[config.mk]
export PLATFORM = sky130hd
export DESIGN_NAME = chip8_alu_branch_execute_flat
export DESIGN_NICKNAME = d
export VERILOG_FILES = /design/src/rtl/c8x_pkg.sv /design/src/rtl/c8x_if.sv /design/src/rtl/c8x_regfile.sv /design/src/rtl/c8x_stack.sv /design/src/rtl/c8x_alu.sv /design/src/rtl/chip8_alu_branch_execute.sv /design/src/flat_wrapper.sv
export SDC_FILE = /design/constraint.sdc
export NUM_CORES = 1
export LEC_CHECK = 0
export ABC_AREA = 0
export BUFFER_PORTS_ARGS = -buffer_cell sky130_fd_sc_hd__buf_4
export CORE_MARGIN = 8
export CORE_UTILIZATION = 25
export DETAILED_ROUTE_END_ITERATION = 8
export MAX_ROUTING_LAYER = met4
export PLACE_DENSITY = 0.43
export SLEW_MARGIN = 20
export SYNTH_ARGS = -nofsm -noshare
export SYNTH_HDL_FRONTEND = slang
export SYNTH_SLANG_ARGS = --single-unit
[constraint.sdc]
create_clock -name clk -period 5.3 [get_ports clk]
set_input_delay 1.06 -clock clk [delete_from_list [all_inputs] [get_ports clk]]
set_output_delay 1.06 -clock clk [all_outputs]
set_load 0.01 [all_outputs]
[src/rtl/c8x_pkg.sv]
// Shared types, opcodes and constants for the CHIP-8 execute block.
// No dependencies; imported by every other file in rtl/.
package c8x_pkg;

  localparam int INSTR_BITS      = 16;
  localparam int PC_BITS         = 12;
  localparam int REG_BITS        = 8;
  localparam int REG_SEL_BITS    = 4;
  localparam int STACK_DEPTH_DEF = 16;
  localparam int ADDR_BITS_DEF   = 12;

  localparam logic [REG_SEL_BITS-1:0] FLAG_REG  = 4'hF;
  localparam logic [INSTR_BITS-1:0]   INSTR_RET = 16'h00EE;

  // major opcodes, instr[15:12]
  localparam logic [3:0] OP_SYS     = 4'h0;
  localparam logic [3:0] OP_JP      = 4'h1;
  localparam logic [3:0] OP_CALL    = 4'h2;
  localparam logic [3:0] OP_SE_IMM  = 4'h3;
  localparam logic [3:0] OP_SNE_IMM = 4'h4;
  localparam logic [3:0] OP_SE_REG  = 4'h5;
  localparam logic [3:0] OP_LD_IMM  = 4'h6;
  localparam logic [3:0] OP_ADD_IMM = 4'h7;
  localparam logic [3:0] OP_ALU     = 4'h8;
  localparam logic [3:0] OP_SNE_REG = 4'h9;
  localparam logic [3:0] OP_LD_I    = 4'hA;
  localparam logic [3:0] OP_JP_V0   = 4'hB;

  // 8xyN function codes
  localparam logic [3:0] ALU_MOV  = 4'h0;
  localparam logic [3:0] ALU_OR   = 4'h1;
  localparam logic [3:0] ALU_AND  = 4'h2;
  localparam logic [3:0] ALU_XOR  = 4'h3;
  localparam logic [3:0] ALU_ADD  = 4'h4;
  localparam logic [3:0] ALU_SUB  = 4'h5;
  localparam logic [3:0] ALU_SHR  = 4'h6;
  localparam logic [3:0] ALU_SUBN = 4'h7;
  localparam logic [3:0] ALU_SHL  = 4'hE;

  typedef enum logic [1:0] {
    ST_OK          = 2'd0,
    ST_UNSUPPORTED = 2'd1,
    ST_OVERFLOW    = 2'd2,
    ST_UNDERFLOW   = 2'd3
  } c8x_status_t;

  // register writeback of one instruction
  typedef struct packed {
    logic                    dest_write;
    logic [REG_SEL_BITS-1:0] dest_reg;
    logic [REG_BITS-1:0]     dest_value;
    logic                    flag_write;
    logic                    flag_value;
  } c8x_wb_t;

  // stack, index and status side effects
  typedef struct packed {
    logic        push;
    logic        pop;
    logic        index_write;
    c8x_status_t status;
  } c8x_ctl_t;

endpackage

[src/rtl/c8x_if.sv]
// Valid/ready channel interfaces for instructions in and results out.
// Depends on c8x_pkg for field widths and the status type.
interface c8x_in_if;
  import c8x_pkg::*;
  logic                  valid;
  logic                  ready;
  logic [INSTR_BITS-1:0] instr;
  logic [PC_BITS-1:0]    pc_in;
  modport source (output valid, output instr, output pc_in, input ready);
  modport sink (input valid, input instr, input pc_in, output ready);
endinterface

interface c8x_out_if;
  import c8x_pkg::*;
  logic                    valid;
  logic                    ready;
  logic [PC_BITS-1:0]      next_pc;
  logic [PC_BITS-1:0]      index_addr;
  logic                    dest_write;
  logic [REG_SEL_BITS-1:0] dest_reg;
  logic [REG_BITS-1:0]     dest_value;
  logic                    flag_write;
  logic                    flag_value;
  c8x_status_t             status;
  modport source (output valid, output next_pc, output index_addr, output dest_write,
                  output dest_reg, output dest_value, output flag_write,
                  output flag_value, output status, input ready);
  modport sink (input valid, input next_pc, input index_addr, input dest_write,
                input dest_reg, input dest_value, input flag_write,
                input flag_value, input status, output ready);
endinterface

[src/rtl/c8x_regfile.sv]
// V0..VF register file: V0..VE in a small memory with valid bits, VF in a flop.
// Two registered read ports with forwarding from the same-cycle writeback. Uses c8x_pkg.
module c8x_regfile
  import c8x_pkg::*;
(
  input  logic                    clk,
  input  logic                    rst,
  input  logic                    wb_en,
  input  c8x_wb_t                 wb,
  input  logic                    rd_en,
  input  logic [REG_SEL_BITS-1:0] rd_addr_a,
  input  logic [REG_SEL_BITS-1:0] rd_addr_b,
  output logic [REG_BITS-1:0]     rd_a,
  output logic [REG_BITS-1:0]     rd_b
);

  localparam int GEN_REGS = (1 << REG_SEL_BITS) - 1;

  logic [REG_BITS-1:0] mem [0:GEN_REGS-1];
  logic [GEN_REGS-1:0] valid;
  logic [REG_BITS-1:0] vf;
  logic [REG_BITS-1:0] vf_next;
  logic                gen_wr;

  assign gen_wr = wb_en && wb.dest_write && (wb.dest_reg != FLAG_REG);

  // flag write lands after the destination write
  always_comb begin
    vf_next = vf;
    if (wb_en && wb.dest_write && (wb.dest_reg == FLAG_REG)) vf_next = wb.dest_value;
    if (wb_en && wb.flag_write) vf_next = {{(REG_BITS-1){1'b0}}, wb.flag_value};
  end

  always_ff @(posedge clk) begin
    if (rst) begin
      valid <= '0;
      vf    <= '0;
    end else begin
      vf <= vf_next;
      if (gen_wr) valid[wb.dest_reg] <= 1'b1;
    end
  end

  always_ff @(posedge clk) begin
    if (gen_wr) mem[wb.dest_reg] <= wb.dest_value;
  end

  // reads see the value after this cycle's writeback
  always_ff @(posedge clk) begin
    if (rd_en) begin
      if (rd_addr_a == FLAG_REG) rd_a <= vf_next;
      else if (gen_wr && (wb.dest_reg == rd_addr_a)) rd_a <= wb.dest_value;
      else if (!valid[rd_addr_a]) rd_a <= '0;
      else rd_a <= mem[rd_addr_a];

      if (rd_addr_b == FLAG_REG) rd_b <= vf_next;
      else if (gen_wr && (wb.dest_reg == rd_addr_b)) rd_b <= wb.dest_value;
      else if (!valid[rd_addr_b]) rd_b <= '0;
      else rd_b <= mem[rd_addr_b];
    end
  end

endmodule

[src/rtl/c8x_stack.sv]
// Return stack: entry memory, fill count and a registered top-of-stack copy.
// Uses c8x_pkg; depth and entry width come from the top level.
module c8x_stack
  import c8x_pkg::*;
#(
  parameter int STACK_DEPTH = STACK_DEPTH_DEF,
  parameter int ADDR_BITS   = ADDR_BITS_DEF
)(
  input  logic                 clk,
  input  logic                 rst,
  input  logic                 push,
  input  logic                 pop,
  input  logic [ADDR_BITS-1:0] push_data,
  output logic [ADDR_BITS-1:0] top,
  output logic                 full,
  output logic                 empty
);

  localparam int CNT_BITS = $clog2(STACK_DEPTH + 1);
  localparam int PTR_BITS = $clog2(STACK_DEPTH);

  logic [ADDR_BITS-1:0] mem [0:STACK_DEPTH-1];
  logic [CNT_BITS-1:0]  count;
  logic [CNT_BITS-1:0]  count_next;
  logic [CNT_BITS-1:0]  below;

  assign full  = (count == CNT_BITS'(STACK_DEPTH));
  assign empty = (count == '0);
  assign below = count - CNT_BITS'(2);

  always_comb begin
    count_next = count;
    if (push) count_next = count + CNT_BITS'(1);
    else if (pop) count_next = count - CNT_BITS'(1);
  end

  always_ff @(posedge clk) begin
    if (rst) count <= '0;
    else count <= count_next;
  end

  // top tracks mem[count-1]; a pop reloads it from the entry below
  always_ff @(posedge clk) begin
    if (push) begin
      mem[count[PTR_BITS-1:0]] <= push_data;
      top                      <= push_data;
    end else if (pop && (count_next != '0)) begin
      top <= mem[below[PTR_BITS-1:0]];
    end
  end

`ifndef SYNTHESIS
  a_count_range: assert property (@(posedge clk) disable iff (rst)
    count <= CNT_BITS'(STACK_DEPTH))
    else $error("stack count beyond depth");
  a_no_push_full: assert property (@(posedge clk) disable iff (rst)
    push |-> !full && !pop)
    else $error("push on full stack or with pop");
  a_no_pop_empty: assert property (@(posedge clk) disable iff (rst)
    pop |-> !empty)
    else $error("pop on empty stack");
`endif

endmodule

[src/rtl/c8x_alu.sv]
// Combinational decode and execute of one instruction: next PC, register
// writeback and stack/index side effects. Uses c8x_pkg.
module c8x_alu
  import c8x_pkg::*;
#(
  parameter int ADDR_BITS = ADDR_BITS_DEF
)(
  input  logic [INSTR_BITS-1:0] instr,
  input  logic [ADDR_BITS-1:0]  pc,
  input  logic [REG_BITS-1:0]   va,
  input  logic [REG_BITS-1:0]   vb,
  input  logic [ADDR_BITS-1:0]  stack_top,
  input  logic                  stack_full,
  input  logic                  stack_empty,
  output logic [ADDR_BITS-1:0]  next_pc,
  output c8x_wb_t               wb,
  output c8x_ctl_t              ctl
);

  logic [3:0]              op;
  logic [REG_SEL_BITS-1:0] x;
  logic [3:0]              n;
  logic [REG_BITS-1:0]     kk;
  logic [PC_BITS-1:0]      nnn;
  logic [ADDR_BITS-1:0]    pc_skip;
  logic [ADDR_BITS-1:0]    target;
  logic [ADDR_BITS-1:0]    target_v0;
  logic [REG_BITS:0]       sum;
  logic                    dw;
  logic                    fw;
  logic [REG_BITS-1:0]     dval;
  logic                    fval;

  assign op        = instr[15:12];
  assign x         = instr[11:8];
  assign n         = instr[3:0];
  assign kk        = instr[7:0];
  assign nnn       = instr[11:0];
  assign pc_skip   = pc + ADDR_BITS'(2);
  assign target    = ADDR_BITS'(nnn);
  // va carries V0 for Bnnn, the read port is steered at issue
  assign target_v0 = ADDR_BITS'(nnn) + ADDR_BITS'(va);
  assign sum       = {1'b0, va} + {1'b0, vb};

  always_comb begin
    next_pc         = pc;
    dw              = 1'b0;
    fw              = 1'b0;
    dval            = '0;
    fval            = 1'b0;
    ctl.push        = 1'b0;
    ctl.pop         = 1'b0;
    ctl.index_write = 1'b0;
    ctl.status      = ST_OK;

    case (op)
      OP_SYS: begin
        if (instr == INSTR_RET) begin
          if (stack_empty) begin
            ctl.status = ST_UNDERFLOW;
          end else begin
            ctl.pop = 1'b1;
            next_pc = stack_top;
          end
        end else begin
          ctl.status = ST_UNSUPPORTED;
        end
      end
      OP_JP: next_pc = target;
      OP_CALL: begin
        if (stack_full) begin
          ctl.status = ST_OVERFLOW;
        end else begin
          ctl.push = 1'b1;
          next_pc  = target;
        end
      end
      OP_SE_IMM:  if (va == kk) next_pc = pc_skip;
      OP_SNE_IMM: if (va != kk) next_pc = pc_skip;
      OP_SE_REG:  if (va == vb) next_pc = pc_skip;
      OP_SNE_REG: if (va != vb) next_pc = pc_skip;
      OP_LD_IMM: begin
        dw   = 1'b1;
        dval = kk;
      end
      OP_ADD_IMM: begin
        dw   = 1'b1;
        dval = va + kk;
      end
      OP_ALU: begin
        case (n)
          ALU_MOV: begin dw = 1'b1; dval = vb; end
          ALU_OR:  begin dw = 1'b1; dval = va | vb; end
          ALU_AND: begin dw = 1'b1; dval = va & vb; end
          ALU_XOR: begin dw = 1'b1; dval = va ^ vb; end
          ALU_ADD: begin
            dw = 1'b1; fw = 1'b1;
            dval = sum[REG_BITS-1:0];
            fval = sum[REG_BITS];
          end
          ALU_SUB: begin
            dw = 1'b1; fw = 1'b1;
            dval = va - vb;
            fval = (va >= vb);
          end
          ALU_SHR: begin
            dw = 1'b1; fw = 1'b1;
            dval = {1'b0, va[REG_BITS-1:1]};
            fval = va[0];
          end
          ALU_SUBN: begin
            dw = 1'b1; fw = 1'b1;
            dval = vb - va;
            fval = (vb >= va);
          end
          ALU_SHL: begin
            dw = 1'b1; fw = 1'b1;
            dval = {va[REG_BITS-2:0], 1'b0};
            fval = va[REG_BITS-1];
          end
          default: ctl.status = ST_UNSUPPORTED;
        endcase
      end
      OP_LD_I:  ctl.index_write = 1'b1;
      OP_JP_V0: next_pc = target_v0;
      default:  ctl.status = ST_UNSUPPORTED;
    endcase

    wb.dest_write = dw;
    wb.dest_reg   = dw ? x : '0;
    wb.dest_value = dval;
    wb.flag_write = fw;
    wb.flag_value = fval;
  end

endmodule

[src/rtl/chip8_alu_branch_execute.sv]
// CHIP-8 execute block: jumps, call/return, skips, immediates, 8xyN ALU, Annn.
// Uses c8x_pkg, c8x_if, c8x_regfile, c8x_stack and c8x_alu.
//
// in_ch carries one instruction word and the already-advanced PC per transfer;
// out_ch returns one result per instruction: next PC, index register, the
// general register write, the VF flag write and a status code.
// An accepted instruction sits in an issue register (operands read from the
// register file as it enters), executes from there against the register file,
// index register and return stack once the result register is free, and lands
// in the result register. One instruction per cycle is sustained while the
// receiver keeps out_ch.ready high; state written by one instruction is seen
// by the next with no bubble, through forwarding into the operand read.
// When the receiver stalls, the result register holds and the issue register
// still takes one more instruction before in_ch.ready drops.
// Reset clears V0..VF, the index register, the stack count and both pipeline
// valid flags, so in_ch.ready is high when reset is released.
module chip8_alu_branch_execute
  import c8x_pkg::*;
#(
  parameter int STACK_DEPTH = STACK_DEPTH_DEF,
  parameter int ADDR_BITS   = ADDR_BITS_DEF
)(
  input  logic      clk,
  input  logic      rst,
  c8x_in_if.sink    in_ch,
  c8x_out_if.source out_ch
);

  logic                  held;
  logic [INSTR_BITS-1:0] instr_q;
  logic [PC_BITS-1:0]    pc_q;
  logic [REG_BITS-1:0]   va;
  logic [REG_BITS-1:0]   vb;
  logic [PC_BITS-1:0]    index_reg;
  logic [PC_BITS-1:0]    index_next;
  logic                  out_valid;
  logic                  fire;
  logic                  accept;
  logic [REG_SEL_BITS-1:0] rd_addr_a;

  logic [ADDR_BITS-1:0]  alu_next_pc;
  logic [ADDR_BITS-1:0]  stack_top;
  logic                  stack_full;
  logic                  stack_empty;
  c8x_wb_t               wb;
  c8x_ctl_t              ctl;

  assign fire        = held && (!out_valid || out_ch.ready);
  assign in_ch.ready = !held || fire;
  assign accept      = in_ch.valid && in_ch.ready;
  assign out_ch.valid = out_valid;

  // Bnnn needs V0 on port A in place of Vx
  assign rd_addr_a = (in_ch.instr[15:12] == OP_JP_V0) ? '0 : in_ch.instr[11:8];

  always_ff @(posedge clk) begin
    if (rst) begin
      held      <= 1'b0;
      out_valid <= 1'b0;
      index_reg <= '0;
    end else begin
      if (accept) held <= 1'b1;
      else if (fire) held <= 1'b0;
      if (fire) out_valid <= 1'b1;
      else if (out_ch.ready) out_valid <= 1'b0;
      if (fire) index_reg <= index_next;
    end
  end

  always_ff @(posedge clk) begin
    if (accept) begin
      instr_q <= in_ch.instr;
      pc_q    <= in_ch.pc_in;
    end
  end

  assign index_next = ctl.index_write ? instr_q[PC_BITS-1:0] : index_reg;

  c8x_regfile u_regfile (
    .clk       (clk),
    .rst       (rst),
    .wb_en     (fire),
    .wb        (wb),
    .rd_en     (accept),
    .rd_addr_a (rd_addr_a),
    .rd_addr_b (in_ch.instr[7:4]),
    .rd_a      (va),
    .rd_b      (vb)
  );

  c8x_stack #(
    .STACK_DEPTH (STACK_DEPTH),
    .ADDR_BITS   (ADDR_BITS)
  ) u_stack (
    .clk       (clk),
    .rst       (rst),
    .push      (fire && ctl.push),
    .pop       (fire && ctl.pop),
    .push_data (ADDR_BITS'(pc_q)),
    .top       (stack_top),
    .full      (stack_full),
    .empty     (stack_empty)
  );

  c8x_alu #(
    .ADDR_BITS (ADDR_BITS)
  ) u_alu (
    .instr       (instr_q),
    .pc          (ADDR_BITS'(pc_q)),
    .va          (va),
    .vb          (vb),
    .stack_top   (stack_top),
    .stack_full  (stack_full),
    .stack_empty (stack_empty),
    .next_pc     (alu_next_pc),
    .wb          (wb),
    .ctl         (ctl)
  );

  // result register
  always_ff @(posedge clk) begin
    if (fire) begin
      out_ch.next_pc    <= alu_next_pc[PC_BITS-1:0];
      out_ch.index_addr <= index_next;
      out_ch.dest_write <= wb.dest_write;
      out_ch.dest_reg   <= wb.dest_reg;
      out_ch.dest_value <= wb.dest_write ? wb.dest_value : '0;
      out_ch.flag_write <= wb.flag_write;
      out_ch.flag_value <= wb.flag_write && wb.flag_value;
      out_ch.status     <= ctl.status;
    end
  end

`ifndef SYNTHESIS
  a_idle_write_zero: assert property (@(posedge clk) disable iff (rst)
    out_valid && !out_ch.dest_write |-> out_ch.dest_reg == '0 && out_ch.dest_value == '0)
    else $error("register fields set without a write");
  a_fault_no_write: assert property (@(posedge clk) disable iff (rst)
    out_valid && out_ch.status != ST_OK |-> !out_ch.dest_write && !out_ch.flag_write)
    else $error("faulting instruction wrote a register");
  a_fire_gives_result: assert property (@(posedge clk) disable iff (rst)
    fire |=> out_valid && !$past(ctl.push && ctl.pop))
    else $error("executed instruction lost or pushed and popped");
`endif

endmodule

[src/flat_wrapper.sv]
// flat-port wrapper written by rule: the top's interface ports become plain ports
module chip8_alu_branch_execute_flat import c8x_pkg::*;
#(
  parameter int STACK_DEPTH = STACK_DEPTH_DEF,
  parameter int ADDR_BITS   = ADDR_BITS_DEF
)
  (clk, rst, in_ch_valid, in_ch_instr, in_ch_pc_in, in_ch_ready, out_ch_valid, out_ch_next_pc, out_ch_index_addr, out_ch_dest_write, out_ch_dest_reg, out_ch_dest_value, out_ch_flag_write, out_ch_flag_value, out_ch_status, out_ch_ready);
  c8x_in_if in_ch_i ();
  c8x_out_if out_ch_i ();
  input  logic clk;
  input  logic rst;
  input wire logic [$bits(in_ch_i.valid)-1:0] in_ch_valid;
  input wire logic [$bits(in_ch_i.instr)-1:0] in_ch_instr;
  input wire logic [$bits(in_ch_i.pc_in)-1:0] in_ch_pc_in;
  output wire logic [$bits(in_ch_i.ready)-1:0] in_ch_ready;
  output wire logic [$bits(out_ch_i.valid)-1:0] out_ch_valid;
  output wire logic [$bits(out_ch_i.next_pc)-1:0] out_ch_next_pc;
  output wire logic [$bits(out_ch_i.index_addr)-1:0] out_ch_index_addr;
  output wire logic [$bits(out_ch_i.dest_write)-1:0] out_ch_dest_write;
  output wire logic [$bits(out_ch_i.dest_reg)-1:0] out_ch_dest_reg;
  output wire logic [$bits(out_ch_i.dest_value)-1:0] out_ch_dest_value;
  output wire logic [$bits(out_ch_i.flag_write)-1:0] out_ch_flag_write;
  output wire logic [$bits(out_ch_i.flag_value)-1:0] out_ch_flag_value;
  output wire logic [$bits(out_ch_i.status)-1:0] out_ch_status;
  input wire logic [$bits(out_ch_i.ready)-1:0] out_ch_ready;
  assign in_ch_i.valid = in_ch_valid;
  assign in_ch_i.instr = in_ch_instr;
  assign in_ch_i.pc_in = in_ch_pc_in;
  assign in_ch_ready = in_ch_i.ready;
  assign out_ch_valid = out_ch_i.valid;
  assign out_ch_next_pc = out_ch_i.next_pc;
  assign out_ch_index_addr = out_ch_i.index_addr;
  assign out_ch_dest_write = out_ch_i.dest_write;
  assign out_ch_dest_reg = out_ch_i.dest_reg;
  assign out_ch_dest_value = out_ch_i.dest_value;
  assign out_ch_flag_write = out_ch_i.flag_write;
  assign out_ch_flag_value = out_ch_i.flag_value;
  assign out_ch_status = out_ch_i.status;
  assign out_ch_i.ready = out_ch_ready;
  chip8_alu_branch_execute #(.STACK_DEPTH(STACK_DEPTH), .ADDR_BITS(ADDR_BITS)) u_core (.clk(clk), .rst(rst), .in_ch(in_ch_i), .out_ch(out_ch_i));
endmodule
==> impl_metrics.env <==
export IMPL_hold_end="u_core.index_reg[5]"
export IMPL_drt_iter0_drc=1305
export IMPL_grt_busiest_layer="met2"
export IMPL_finish_utilization_pct=29.30
export IMPL_use_met1_pct=19.65
export IMPL_hold_start="u_core.index_reg[5]"
export IMPL_h_tree_depth=2
export IMPL_p_per_area_nw_per_um2=311.9
export IMPL_fin_nets=1852
export IMPL_pre_cts_ws_ns=1.271
export IMPL_port_buffers=74
export IMPL_reg_top3="u_core.u_stack.mem (192), u_core.u_regfile.mem (120), u_core.instr_q (16)"
export IMPL_antenna_found_initial=1
export IMPL_run_status="completed"
export IMPL_arrival_ns=4.50
export IMPL_start_util_pct=25.11
export IMPL_yosys_warnings=0
export IMPL_gp_congestion=0.8071
export IMPL_yosys_area_top_type="edfxtp_1"
export IMPL_finalHoldViolations=0
export IMPL_synth_main_ff_cell="edfxtp_1"
export IMPL_row_count=110
export IMPL_leakage_nw=8.862
export IMPL_finalSetupTns_ns=0
export IMPL_finalWorstSetupSlack_ns=1.136
export IMPL_clk_latency_ns=0.60
export IMPL_floorplan_io_pins=75
export IMPL_slew_headroom_pct=24.93
export IMPL_grt_overflow_total=0
export IMPL_synth_top_area_share_pct=54.58
export IMPL_syn_to_final_growth_pct=16.67
export IMPL_tightest_slew_ns=1.126
export IMPL_grt_first_pass_wirelength_um=102600
export IMPL_cp_max_fo=19
export IMPL_crit_type="flop to flop"
export IMPL_ff_latch_area_sq_um=13130
export IMPL_hold_buffers=0
export IMPL_syn_inst=1684
export IMPL_r2r_end="u_core.u_regfile.rd_a[2]"
export IMPL_worst_hold_path_type="flop to flop"
export IMPL_synth_edf_count=409
export IMPL_largest_reg_flops=192
export IMPL_synthArstFlopShare_pct=0
export IMPL_startpoint_type="flop"
export IMPL_routedWlPerCell_um=23.24
export IMPL_r2r_setup_slack_ns=1.14
export IMPL_post_cts_buffers=0
export IMPL_reg2regPathDepth=7
export IMPL_final_max_slew_viol_count=0
export IMPL_grtUsageMet3_pct=1.829
export IMPL_whs_path_depth=2
export IMPL_netlist_area_sq_um=22500
export IMPL_die_x_um=316
export IMPL_met2_usage_pct=21.44
export IMPL_setup_viol=0
export IMPL_cp_required_ns=5.63
export IMPL_fin_worst_skew_ns=0.02290
export IMPL_critPathCaptureType="flop"
export IMPL_ys_top_cells_by_area="edfxtp_1 (55%), mux4_2 (10%), dfxtp_1 (3.7%), ha_1 (2.8%), mux2i_1 (2.5%)"
export IMPL_routed_wl_um=69350
export IMPL_tritoncts="yes"
export IMPL_hpwl_um=48010
export IMPL_drc_errors=0
export IMPL_fmax_ghz=0.2402
export IMPL_avgSynthCellArea_sq_um=13.36
export IMPL_clock_sinks=451
export IMPL_multi_input_area_sq_um=8776
export IMPL_top_register="u_core.u_stack.mem"
export IMPL_peakVddDrop_mv=0.2190
export IMPL_die_y_um=316
export IMPL_viasPerCell=5.033
export IMPL_ys_seq_area_share_pct=58.32
export IMPL_gr_usage_all_layers_pct=13.98
export IMPL_synth_fp_nets=1770
export IMPL_die_area_sq_um=99860
export IMPL_reg2reg_from="u_core.instr_q[3]"
export IMPL_grt_max_degree=54
export IMPL_cts_root_buffer="clkbuf_16"
export IMPL_post_route_period_util_pct=78.56
export IMPL_p_total_mw=8.188
export IMPL_grt_pass1_vias=14970
export IMPL_synth_seq_cells=451
export IMPL_coreArea_sq_um=89600
export IMPL_maxCapViolCount=0
export IMPL_antenna_left=0
export IMPL_cts_buffer_depth=3
export IMPL_cts_resized=0
export IMPL_ys_types=85
export IMPL_final_layout_size_suffix_gt1_share_pct=20.70
export IMPL_vias=15020
export IMPL_filler_cell_count=9043
export IMPL_rsz0062_at_grt="false"
export IMPL_cts_buffers=49
export IMPL_layout_min_cycle_time_ns=4.164
export IMPL_clkTransAtPathRegs_ns=0.06
export IMPL_firstDrtPassIters=7
-- final cells by class --
| type | instances | share of cell area, % |
|---|---|---|
| inverters | 50 | 0.7150 |
| clock inverters | 31 | 1.244 |
| multi-input cells | 1075 | 33.43 |
| clock buffers | 61 | 4.919 |
| diodes | 1 | 0.009533 |
| well taps | 1176 | 5.605 |
| repair buffers | 139 | 4.066 |
| flip-flops and latches | 451 | 50.01 |
-- worst max-delay path by stage --
stage / cells after the start / to / slack (ns) / startpoint
6_report: 7 / u_core.u_regfile.rd_a[2] / 1.14 / u_core.instr_q[3]
3_3_place_gp: 7 / u_core.u_regfile.rd_a[2] / 1.23 / u_core.instr_q[3]
4_1_cts: 7 / u_core.u_regfile.rd_a[2] / 1.25 / u_core.instr_q[3]
5_1_grt: 7 / u_core.u_regfile.rd_a[2] / 1.01 / u_core.instr_q[3]
3_5_place_dp: 7 / u_core.u_regfile.rd_a[2] / 1.27 / u_core.instr_q[3]
2_1_floorplan: 11 / u_core.u_stack.top[0] / 1.62 / u_core.u_stack.count[0]
-- through the flow --
stage	std cells	area, sq um	hold slack [ns]
2_1_floorplan	1684	22500	0.4338
3_3_place_gp	2890	24600	0.4396
5_1_grt	2984	26250	0.4713
3_5_place_dp	2890	24600	0.4460
4_1_cts	2982	26210	0.4549
6_report	2984	26250	0.4508
-- where the power goes --
part / internal (mW) / switching [mW] / leakage, nW
logic: 0.273 / 0.469 / 3.98
registers: 3.93 / 0.0688 / 4.11
clock network: 1.99 / 1.46 / 0.770
-- layout by cell type, fill, tap and decap left out, drive strengths merged, types with 20 or more instances in the layout --
| master | synthesis | final |
|---|---|---|
| and3 | 21 | 21 |
| ha | 50 | 50 |
| buf | 39 | 139 |
| clkbuf | 69 | 61 |
| nor2 | 132 | 132 |
| nand2 | 143 | 143 |
| mux4 | 102 | 102 |
| edfxtp | 409 | 409 |
| mux2i | 56 | 56 |
| nand2b | 21 | 21 |
| o211ai | 25 | 25 |
| nor3 | 22 | 22 |
| inv | 49 | 51 |
| o21ai | 66 | 66 |
| dfxtp | 42 | 42 |
| a21oi | 77 | 77 |
| mux2 | 20 | 20 |
| nand3 | 28 | 28 |
| nor2b | 21 | 21 |
-- critical path: stages, from the launching register on --
cell and delay, ns:
edfxtp_1 1.05, clkinv_1 0.63, nand4_1 0.45, o221ai_1 0.18, a211o_1 0.35, a22o_1 0.52
mux2_2 0.41, a221o_1 0.31
-- logic make-up (layout without fill, tap and decap cells) --
kind of cell	count (synthesis)	after routing	share of synthesized area (%)
simple gates	464	464	10.12
flops	451	451	58.32
compound gates	351	351	10.73
mux	178	178	13.70
buf+inv	158	281	2.903
fa+ha+maj	54	54	3.136
xor+xnor	28	28	1.090
other cells	0	1	0
-- routing by layer --
| layer | vias up | part of all wire [%] | routed length (um) |
|---|---|---|---|
| met2 | 498 | 45 | 31370 |
| met5 | - | 0 | 0 |
| met1 | 7698 | 48 | 33320 |
| met4 | 0 | 1.8 | 1281 |
| li1 | 6742 | - | - |
| met3 | 79 | 4.9 | 3383 |
-- Yosys cell counts, drive strengths merged (20+ instances only) --
master  instances
edfxtp        409
nand2         143
nor2          132
mux4          102
a21oi          77
clkbuf         69
o21ai          66
mux2i          56
ha             50
inv            49
dfxtp          42
buf            39
nand3          28
o211ai         25
nor3           22
and3           21
nand2b         21
nor2b          21
mux2           20
No activity file was read; power rests on OpenSTA's default activity.
